## src/aes_pkg.sv

```systemverilog
// AES-128 package: S-box tables, GF(2^8) helpers and controller/datapath types.
// No dependencies.
`default_nettype none
package aes_pkg;

   localparam int unsigned NumRounds = 10;
   localparam int unsigned KeyWords  = 44;

   typedef logic [7:0]   byte_type;
   typedef logic [31:0]  word_type;
   typedef logic [127:0] block_type;
   typedef logic [3:0]   round_type;

   localparam logic [0:0] CsrKeyHigh = 1'b0;
   localparam logic [0:0] CsrKeyLow  = 1'b1;
   localparam logic CmdEncrypt = 1'b0;
   localparam logic CmdDecrypt = 1'b1;

   // controller -> datapath
   typedef struct packed {
      logic      load;      // take block and do initial key add
      logic      round;     // run one cipher round
      logic      last;      // final round (no mix)
      logic      decrypt;
      round_type rnum;      // round key index for this step
      logic      ks_start;  // start key expansion
      logic      ks_step;   // compute next round key
   } ctrl_type;

   localparam logic [7:0] Sbox [256] = '{
      8'h63,8'h7c,8'h77,8'h7b,8'hf2,8'h6b,8'h6f,8'hc5,8'h30,8'h01,8'h67,8'h2b,8'hfe,8'hd7,8'hab,8'h76,
      8'hca,8'h82,8'hc9,8'h7d,8'hfa,8'h59,8'h47,8'hf0,8'had,8'hd4,8'ha2,8'haf,8'h9c,8'ha4,8'h72,8'hc0,
      8'hb7,8'hfd,8'h93,8'h26,8'h36,8'h3f,8'hf7,8'hcc,8'h34,8'ha5,8'he5,8'hf1,8'h71,8'hd8,8'h31,8'h15,
      8'h04,8'hc7,8'h23,8'hc3,8'h18,8'h96,8'h05,8'h9a,8'h07,8'h12,8'h80,8'he2,8'heb,8'h27,8'hb2,8'h75,
      8'h09,8'h83,8'h2c,8'h1a,8'h1b,8'h6e,8'h5a,8'ha0,8'h52,8'h3b,8'hd6,8'hb3,8'h29,8'he3,8'h2f,8'h84,
      8'h53,8'hd1,8'h00,8'hed,8'h20,8'hfc,8'hb1,8'h5b,8'h6a,8'hcb,8'hbe,8'h39,8'h4a,8'h4c,8'h58,8'hcf,
      8'hd0,8'hef,8'haa,8'hfb,8'h43,8'h4d,8'h33,8'h85,8'h45,8'hf9,8'h02,8'h7f,8'h50,8'h3c,8'h9f,8'ha8,
      8'h51,8'ha3,8'h40,8'h8f,8'h92,8'h9d,8'h38,8'hf5,8'hbc,8'hb6,8'hda,8'h21,8'h10,8'hff,8'hf3,8'hd2,
      8'hcd,8'h0c,8'h13,8'hec,8'h5f,8'h97,8'h44,8'h17,8'hc4,8'ha7,8'h7e,8'h3d,8'h64,8'h5d,8'h19,8'h73,
      8'h60,8'h81,8'h4f,8'hdc,8'h22,8'h2a,8'h90,8'h88,8'h46,8'hee,8'hb8,8'h14,8'hde,8'h5e,8'h0b,8'hdb,
      8'he0,8'h32,8'h3a,8'h0a,8'h49,8'h06,8'h24,8'h5c,8'hc2,8'hd3,8'hac,8'h62,8'h91,8'h95,8'he4,8'h79,
      8'he7,8'hc8,8'h37,8'h6d,8'h8d,8'hd5,8'h4e,8'ha9,8'h6c,8'h56,8'hf4,8'hea,8'h65,8'h7a,8'hae,8'h08,
      8'hba,8'h78,8'h25,8'h2e,8'h1c,8'ha6,8'hb4,8'hc6,8'he8,8'hdd,8'h74,8'h1f,8'h4b,8'hbd,8'h8b,8'h8a,
      8'h70,8'h3e,8'hb5,8'h66,8'h48,8'h03,8'hf6,8'h0e,8'h61,8'h35,8'h57,8'hb9,8'h86,8'hc1,8'h1d,8'h9e,
      8'he1,8'hf8,8'h98,8'h11,8'h69,8'hd9,8'h8e,8'h94,8'h9b,8'h1e,8'h87,8'he9,8'hce,8'h55,8'h28,8'hdf,
      8'h8c,8'ha1,8'h89,8'h0d,8'hbf,8'he6,8'h42,8'h68,8'h41,8'h99,8'h2d,8'h0f,8'hb0,8'h54,8'hbb,8'h16
   };

   localparam logic [7:0] InvSbox [256] = '{
      8'h52,8'h09,8'h6a,8'hd5,8'h30,8'h36,8'ha5,8'h38,8'hbf,8'h40,8'ha3,8'h9e,8'h81,8'hf3,8'hd7,8'hfb,
      8'h7c,8'he3,8'h39,8'h82,8'h9b,8'h2f,8'hff,8'h87,8'h34,8'h8e,8'h43,8'h44,8'hc4,8'hde,8'he9,8'hcb,
      8'h54,8'h7b,8'h94,8'h32,8'ha6,8'hc2,8'h23,8'h3d,8'hee,8'h4c,8'h95,8'h0b,8'h42,8'hfa,8'hc3,8'h4e,
      8'h08,8'h2e,8'ha1,8'h66,8'h28,8'hd9,8'h24,8'hb2,8'h76,8'h5b,8'ha2,8'h49,8'h6d,8'h8b,8'hd1,8'h25,
      8'h72,8'hf8,8'hf6,8'h64,8'h86,8'h68,8'h98,8'h16,8'hd4,8'ha4,8'h5c,8'hcc,8'h5d,8'h65,8'hb6,8'h92,
      8'h6c,8'h70,8'h48,8'h50,8'hfd,8'hed,8'hb9,8'hda,8'h5e,8'h15,8'h46,8'h57,8'ha7,8'h8d,8'h9d,8'h84,
      8'h90,8'hd8,8'hab,8'h00,8'h8c,8'hbc,8'hd3,8'h0a,8'hf7,8'he4,8'h58,8'h05,8'hb8,8'hb3,8'h45,8'h06,
      8'hd0,8'h2c,8'h1e,8'h8f,8'hca,8'h3f,8'h0f,8'h02,8'hc1,8'haf,8'hbd,8'h03,8'h01,8'h13,8'h8a,8'h6b,
      8'h3a,8'h91,8'h11,8'h41,8'h4f,8'h67,8'hdc,8'hea,8'h97,8'hf2,8'hcf,8'hce,8'hf0,8'hb4,8'he6,8'h73,
      8'h96,8'hac,8'h74,8'h22,8'he7,8'had,8'h35,8'h85,8'he2,8'hf9,8'h37,8'he8,8'h1c,8'h75,8'hdf,8'h6e,
      8'h47,8'hf1,8'h1a,8'h71,8'h1d,8'h29,8'hc5,8'h89,8'h6f,8'hb7,8'h62,8'h0e,8'haa,8'h18,8'hbe,8'h1b,
      8'hfc,8'h56,8'h3e,8'h4b,8'hc6,8'hd2,8'h79,8'h20,8'h9a,8'hdb,8'hc0,8'hfe,8'h78,8'hcd,8'h5a,8'hf4,
      8'h1f,8'hdd,8'ha8,8'h33,8'h88,8'h07,8'hc7,8'h31,8'hb1,8'h12,8'h10,8'h59,8'h27,8'h80,8'hec,8'h5f,
      8'h60,8'h51,8'h7f,8'ha9,8'h19,8'hb5,8'h4a,8'h0d,8'h2d,8'he5,8'h7a,8'h9f,8'h93,8'hc9,8'h9c,8'hef,
      8'ha0,8'he0,8'h3b,8'h4d,8'hae,8'h2a,8'hf5,8'hb0,8'hc8,8'heb,8'hbb,8'h3c,8'h83,8'h53,8'h99,8'h61,
      8'h17,8'h2b,8'h04,8'h7e,8'hba,8'h77,8'hd6,8'h26,8'he1,8'h69,8'h14,8'h63,8'h55,8'h21,8'h0c,8'h7d
   };

   function automatic byte_type xtime(input byte_type a);
      return {a[6:0], 1'b0} ^ (a[7] ? 8'h1b : 8'h00);
   endfunction

   // forward column mix
   function automatic word_type mix_col(input word_type w);
      byte_type a0, a1, a2, a3;
      a0 = w[31:24]; a1 = w[23:16]; a2 = w[15:8]; a3 = w[7:0];
      return {xtime(a0) ^ xtime(a1) ^ a1 ^ a2 ^ a3,
              a0 ^ xtime(a1) ^ xtime(a2) ^ a2 ^ a3,
              a0 ^ a1 ^ xtime(a2) ^ xtime(a3) ^ a3,
              xtime(a0) ^ a0 ^ a1 ^ a2 ^ xtime(a3)};
   endfunction

   // inverse mix = forward mix after a pre-multiply by {04,00,05,00}
   function automatic word_type inv_mix_col(input word_type w);
      byte_type a0, a1, a2, a3, u, v;
      a0 = w[31:24]; a1 = w[23:16]; a2 = w[15:8]; a3 = w[7:0];
      u = xtime(xtime(a0 ^ a2));
      v = xtime(xtime(a1 ^ a3));
      return mix_col({a0 ^ u, a1 ^ v, a2 ^ u, a3 ^ v});
   endfunction

   function automatic word_type sub_word(input word_type w);
      return {Sbox[w[31:24]], Sbox[w[23:16]], Sbox[w[15:8]], Sbox[w[7:0]]};
   endfunction

endpackage
`default_nettype wire

```

## src/aes_ctrl.sv

```systemverilog
// AES controller: sequences key expansion and cipher rounds.
// Depends on aes_pkg.
`default_nettype none
module aes_ctrl (
   input  wire logic              clock,
   input  wire logic              reset,
   input  wire logic              start,
   input  wire logic              cmd,
   input  wire logic              key_write,
   output logic                   busy,
   output logic                   done,
   output aes_pkg::ctrl_type      ctrl
);
   import aes_pkg::*;

   typedef enum logic [2:0] {
      ST_IDLE   = 3'b001,
      ST_KEY    = 3'b010,
      ST_CIPHER = 3'b100
   } state_type;

   state_type state_ff, state_in;
   round_type cnt_ff, cnt_in;
   logic      dec_ff, dec_in;
   logic      done_ff, done_in;

   assign busy = (state_ff != ST_IDLE);
   assign done = done_ff;

   always_comb begin
      state_in = state_ff;
      cnt_in   = cnt_ff;
      dec_in   = dec_ff;
      done_in  = 1'b0;
      ctrl     = '0;
      ctrl.decrypt = dec_ff;
      case (state_ff)
         ST_IDLE: begin
            if (key_write) begin
               ctrl.ks_start = 1'b1;
               cnt_in   = 4'd1;
               state_in = ST_KEY;
            end else if (start) begin
               ctrl.load    = 1'b1;
               ctrl.decrypt = cmd;
               ctrl.rnum    = (cmd == CmdDecrypt) ? round_type'(NumRounds) : 4'd0;
               dec_in   = cmd;
               cnt_in   = 4'd1;
               state_in = ST_CIPHER;
            end
         end
         ST_KEY: begin
            ctrl.ks_step = 1'b1;
            ctrl.rnum    = cnt_ff;
            cnt_in = cnt_ff + 4'd1;
            if (cnt_ff == round_type'(NumRounds)) state_in = ST_IDLE;
         end
         ST_CIPHER: begin
            ctrl.round = 1'b1;
            ctrl.last  = (cnt_ff == round_type'(NumRounds));
            ctrl.rnum  = dec_ff ? round_type'(NumRounds) - cnt_ff : cnt_ff;
            cnt_in = cnt_ff + 4'd1;
            if (cnt_ff == round_type'(NumRounds)) begin
               done_in  = 1'b1;
               state_in = ST_IDLE;
            end
         end
         default: state_in = ST_IDLE;
      endcase
   end

   always_ff @(posedge clock) begin
      if (reset) begin
         state_ff <= ST_IDLE;
         cnt_ff   <= '0;
         dec_ff   <= 1'b0;
         done_ff  <= 1'b0;
      end else begin
         state_ff <= state_in;
         cnt_ff   <= cnt_in;
         dec_ff   <= dec_in;
         done_ff  <= done_in;
      end
   end
endmodule
`default_nettype wire

```

## config.mk

```make
export PLATFORM = sky130hd
export DESIGN_NAME = aes_ctrl
export DESIGN_NICKNAME = d
export VERILOG_FILES = /design/src/aes_pkg.sv /design/src/aes_ctrl.sv
export SDC_FILE = /design/constraint.sdc
export NUM_CORES = 1
export LEC_CHECK = 0
export BUFFER_PORTS_ARGS = -buffer_cell sky130_fd_sc_hd__buf_4
export CORE_AREA = 2 2 39 41
export CTS_CLUSTER_DIAMETER = 40
export DETAILED_ROUTE_END_ITERATION = 6
export DIE_AREA = 0 0 41 43
export PLACE_DENSITY = 0.68
export SYNTH_ARGS = -nofsm -noshare
export SYNTH_HDL_FRONTEND = slang
export SYNTH_SLANG_ARGS = --single-unit
```

## constraint.sdc

```tcl
create_clock -name clock -period 2.2 [get_ports clock]
set_input_delay 0.11 -clock clock [delete_from_list [all_inputs] [get_ports clock]]
set_output_delay 0.11 -clock clock [all_outputs]
set_load 0.005 [all_outputs]
```

# Yosys cells after proc, flatten, opt, wreduce, memory -nomap -nowiden
# Index checks and enable logic that the tools add are counted.
[word_totals] register_bits=9 in_bits=5 output_inout_bits=12 wordCells=42
[classes] addsub=2 n_eq_ne=7 muxes=21 bitwise=2 n_reduce_logical=6
[ops] cell="two-way mux 4 bit" n=4
[ops] cell="one-hot mux 4 bit (3 select lines)" n=1
[ops] cell="two-way mux 5 bit" n=2
[ops] cell="two-way mux 3 bit" n=3
[ops] cell="two-way mux 1 bit" n=8
[ops] cell="one-hot mux 4 bit (2 select lines)" n=1
[ops] cell="one-hot mux 3 bit (2 select lines)" n=1
[ops] cell="adder 4 x 1 -> 4 bit (second input constant)" n=1
[ops] cell="equality test 4 bit (second input constant)" n=1
[ops] cell="AND reduction 2 bit" n=2
[ops] cell="OR reduction 2 bit" n=2
[ops] cell="subtractor 4 bit (first input constant)" n=1
[ops] cell="equality test 3 x 1 -> 1 bit (second input constant)" n=1
[ops] cell="equality test 3 x 2 -> 1 bit (second input constant)" n=1
[ops] cell="equality test 3 bit (second input constant)" n=1
[ops] cell="inequality test 3 x 1 -> 1 bit (second input constant)" n=1
[ops] cell="inequality test 3 bit (second input constant)" n=1
[ops] cell="AND reduction 3 bit" n=1
[ops] cell="two-way mux 2 bit" n=1
[ops] cell="inequality test 2 x 1 -> 1 bit (second input constant)" n=1
[ops] cell="inverter 1 bit" n=2
[ops] cell="nonzero test 2 bit" n=1

# Depth between registers and ports, before layout
[depth] depth_word=4 mapped_depth=6 ltp_nobuf=6

# Worst setup path before layout
# Ideal clock, no wire load.
[synth_timing] path_kind="reg2out" startpoint="reg state_ff[0]" endpoint="out ctrl[5] (netlist bit)" arrival_ps=1238 required_ps=2090 path_slack_ps=852 stages_incl_launch_ff=7 n_path_buf=2 path_cell_list="dfxtp_1 buf_2 or3b_1 clkbuf_1 a31oi_1 o21ai_0 o311ai_1"
[synth_lines] item="from (decl)" line_no="aes_ctrl.sv:22" text="state_type state_ff, state_in;"
[synth_lines] item="from (signal assigned)" line_no="aes_ctrl.sv:79" text="state_ff <= state_in;"
[synth_lines] item="to (decl)" line_no="aes_ctrl.sv:12" text="output aes_pkg::ctrl_type ctrl"

==> results_dict.tcl <==
set metrics [dict create \
    numCtsBuffers 3 \
    synth_compound_area_share_pct 17.3 \
    fin_cells 101 \
    switching_share_pct 30.0 \
    root_buffer "clkbuf_4" \
    die_w_um 41 \
    place_ws_ps 583 \
    post-layout-total-power_mw 0.402 \
    worstPathArrival_ps 1780 \
    yosys_warnings 0 \
    synth-seq-cells 9 \
    drt-total-wl_um 1200 \
    synthAdderAreaFrac_pct 4.42 \
    cts.sinks 9 \
    cts.htree.levels 1 \
    critPathRequiredTime_ps 2090 \
    final_cell_mix "buf_4, dfxtp_1, nor2_1" \
    die-area_um2 1760 \
    cts.clk_slew.worst_paths_ps 70 \
    p_int_mw 0.282 \
    gr-total-overflow 0 \
    p_switching_mw 0.121 \
    synth_top_family_by_area "simple AND/OR/NAND/NOR gates" \
    cts_resized 0 \
    ys_seq_area_share_pct 31.9 \
    status "finished, final reports clean" \
    synth.area.mux_share_pct 1.77 \
    die_y_um 43 \
    wl_per_cell_um 11.8 \
    synth_top_cell_area_share_pct 31.9 \
    clock_latency_ps 270 \
    grt_pass1_wl_um 1900 \
    ff2ff_path_depth 4 \
    worst_pin_slew_ps 587 \
    min_path_type "input port to flip-flop" \
    grt_usage_pct 15.8 \
    power_frac_comb_pct 19.8 \
    area_growth_pct 22.1 \
    path_max_fanout 10 \
    slew_headroom_pct 60.5 \
    tns_ps 0 \
    hold_depth 2 \
    synth_xor_area_share_pct 4.42 \
    diodes 0 \
    drt_iter0_drc 7 \
    cts_tree "built" \
    clkPwrFrac_pct 33.7 \
    ys_types 31 \
    cts.path.max_buffers 2 \
    ios 17 \
    max-cap-violations 0 \
    finalSetupViolCount 0 \
    io_buffers 16 \
    skew_ps 7.06 \
    synth_area_leader_cell "dfxtp_1" \
    drt-pass1-iter-count 2 \
    grt_pass1_vias 434 \
    synth_area_leaders "dfxtp_1, a31oi_1, ha_1, nand3_1, buf_6" \
    syn_avg_cell_area_um2 7.97 \
    n_fill_cell 141 \
    clock.fmax_mhz 528 \
    viasPerCell 5.23 \
    cts_setup_buffers 0 \
    synth-simple-area-share_pct 29.4 \
    rsz0062_at_grt "no" \
    p_leak_nw 0.285 \
    final_util_pct 49.9 \
    multi_input_area_um2 324 \
    grt_start_max_net_pins 11 \
    drcViolationCount 0 \
    final_common_cell "buf_4" \
    drive_gt1_share_pct 25.9 \
    layout.nets 93 \
    antenna_found_initial 0 \
    ant_nets 0 \
    start_kind "flip-flop" \
    ir_drop_mv 0.355 \
    core-area_um2 1380 \
    crit_type "flip-flop to primary output" \
    power.sequential.fraction_pct 46.6 \
    rows 14 \
    dpl.hpwl_um 874 \
    maxSlewViolCount 0 \
    syn_area_um2 566 \
    gp_congestion 0.809 \
    critPathCaptureType "primary output" \
    seqCellArea_um2 180 \
    finalCriticalPeriod_ps 1890 \
    hold_viol 0 \
    initial_utilization_pct 40.9 \
    dp.cells 97 \
    synthCells 71 \
    fin_ws_ps 305 \
    syn-num-nets 78 \
    vias 528 \
    min_period_over_period_pct 86.1 \
    pwr_density_cell_nw_per_um2 583 \
    hold_buffers 0 \
]
per-stage QoR:
| step | hold slack [ps] | instance area (µm²) |
|---|---|---|
| floorplan | 277 | 566 |
| global placement | 360 | 663 |
| detailed placement | 363 | 663 |
| CTS | 74.2 | 691 |
| global route | 90.7 | 691 |
| finish | 81.6 | 691 |
metal layers:
metal | vias to the layer above | part of all wire, % | wire length (µm) | global-route usage (%)
met3 | 4 | 4.8 | 58 | 3.14
li1 | 278 | - | - | -
met2 | 11 | 43 | 510 | 21.6
met5 | - | 0 | 0 | 0
met4 | 0 | 1.4 | 17 | 10.0
met1 | 235 | 51 | 609 | 21.6
cells by family after synthesis:
group / count (synthesis)
DFF: 9
adders and majority gates: 2
AOI/OAI and AO/OA: 16
buffers and inverters: 11
muxes: 1
and+or+nand+nor: 30
xor gates and xnor gates: 2
worst paths after layout:
check / from / endpoint / slack, ps
setup / recovery: state_ff[0] / ctrl[5] / 310
setup reg to reg: state_ff[0] / cnt_ff[1] / 630
hold reg to reg: cnt_ff[2] / cnt_ff[2] / 530
hold / removal: reset / state_ff[2] / 80
cells in the mapped netlist:
master / n
nand3_1: 5
nor3_1: 3
o21ai_0: 4
and2_1: 1
a21oi_1: 2
buf_6: 2
or2_4: 1
inv_1: 5
nor4_1: 1
dfxtp_1: 9
o311ai_1: 1
nand3b_1: 2
clkbuf_1: 1
buf_4: 1
a211oi_1: 2
ha_1: 2
mux2i_1: 1
and3b_1: 1
nand2b_1: 1
nand2_1: 4
or3_1: 1
xnor2_2: 1
a21o_1: 1
xnor2_1: 1
nor3b_1: 3
a31oi_1: 5
buf_1: 1
buf_2: 1
or3b_1: 1
nor2_1: 6
o21ai_1: 1
cell type report:
type                       instances  share of cell area (%)
clock inverter                     1                   0.725
timing repair buffer              16                    17.4
multi-input combinational         51                    46.9
inverter                           5                    2.72
sequential                         9                    26.1
tap                               16                    2.90
clock buffer                       3                    3.26
worst max-delay path, cell delays in order, from the launching register on:
cell      delay [ps]
dfxtp_1          480
nor3b_1          360
and3b_1          280
nand2_1          120
o311ai_1         100
buf_4            160
power groups by stage:
stage	Clock, mW	Sequential (mW)	Combinational, mW
finish	0.135	0.188	0.0795
floorplan	0	0.181	0.0659
detailed placement	0	0.191	0.0796
global placement	0	0.191	0.0794
global route	0.141	0.190	0.0893
CTS	0.138	0.187	0.0798
flip-flops by register name, indices dropped and copies added, names as in the netlist:
| register | count |
|---|---|
| done | 1 |
| dec_ff | 1 |
| cnt_ff | 4 |
| state_ff | 3 |
No activity file was read; power rests on OpenSTA's default activity.
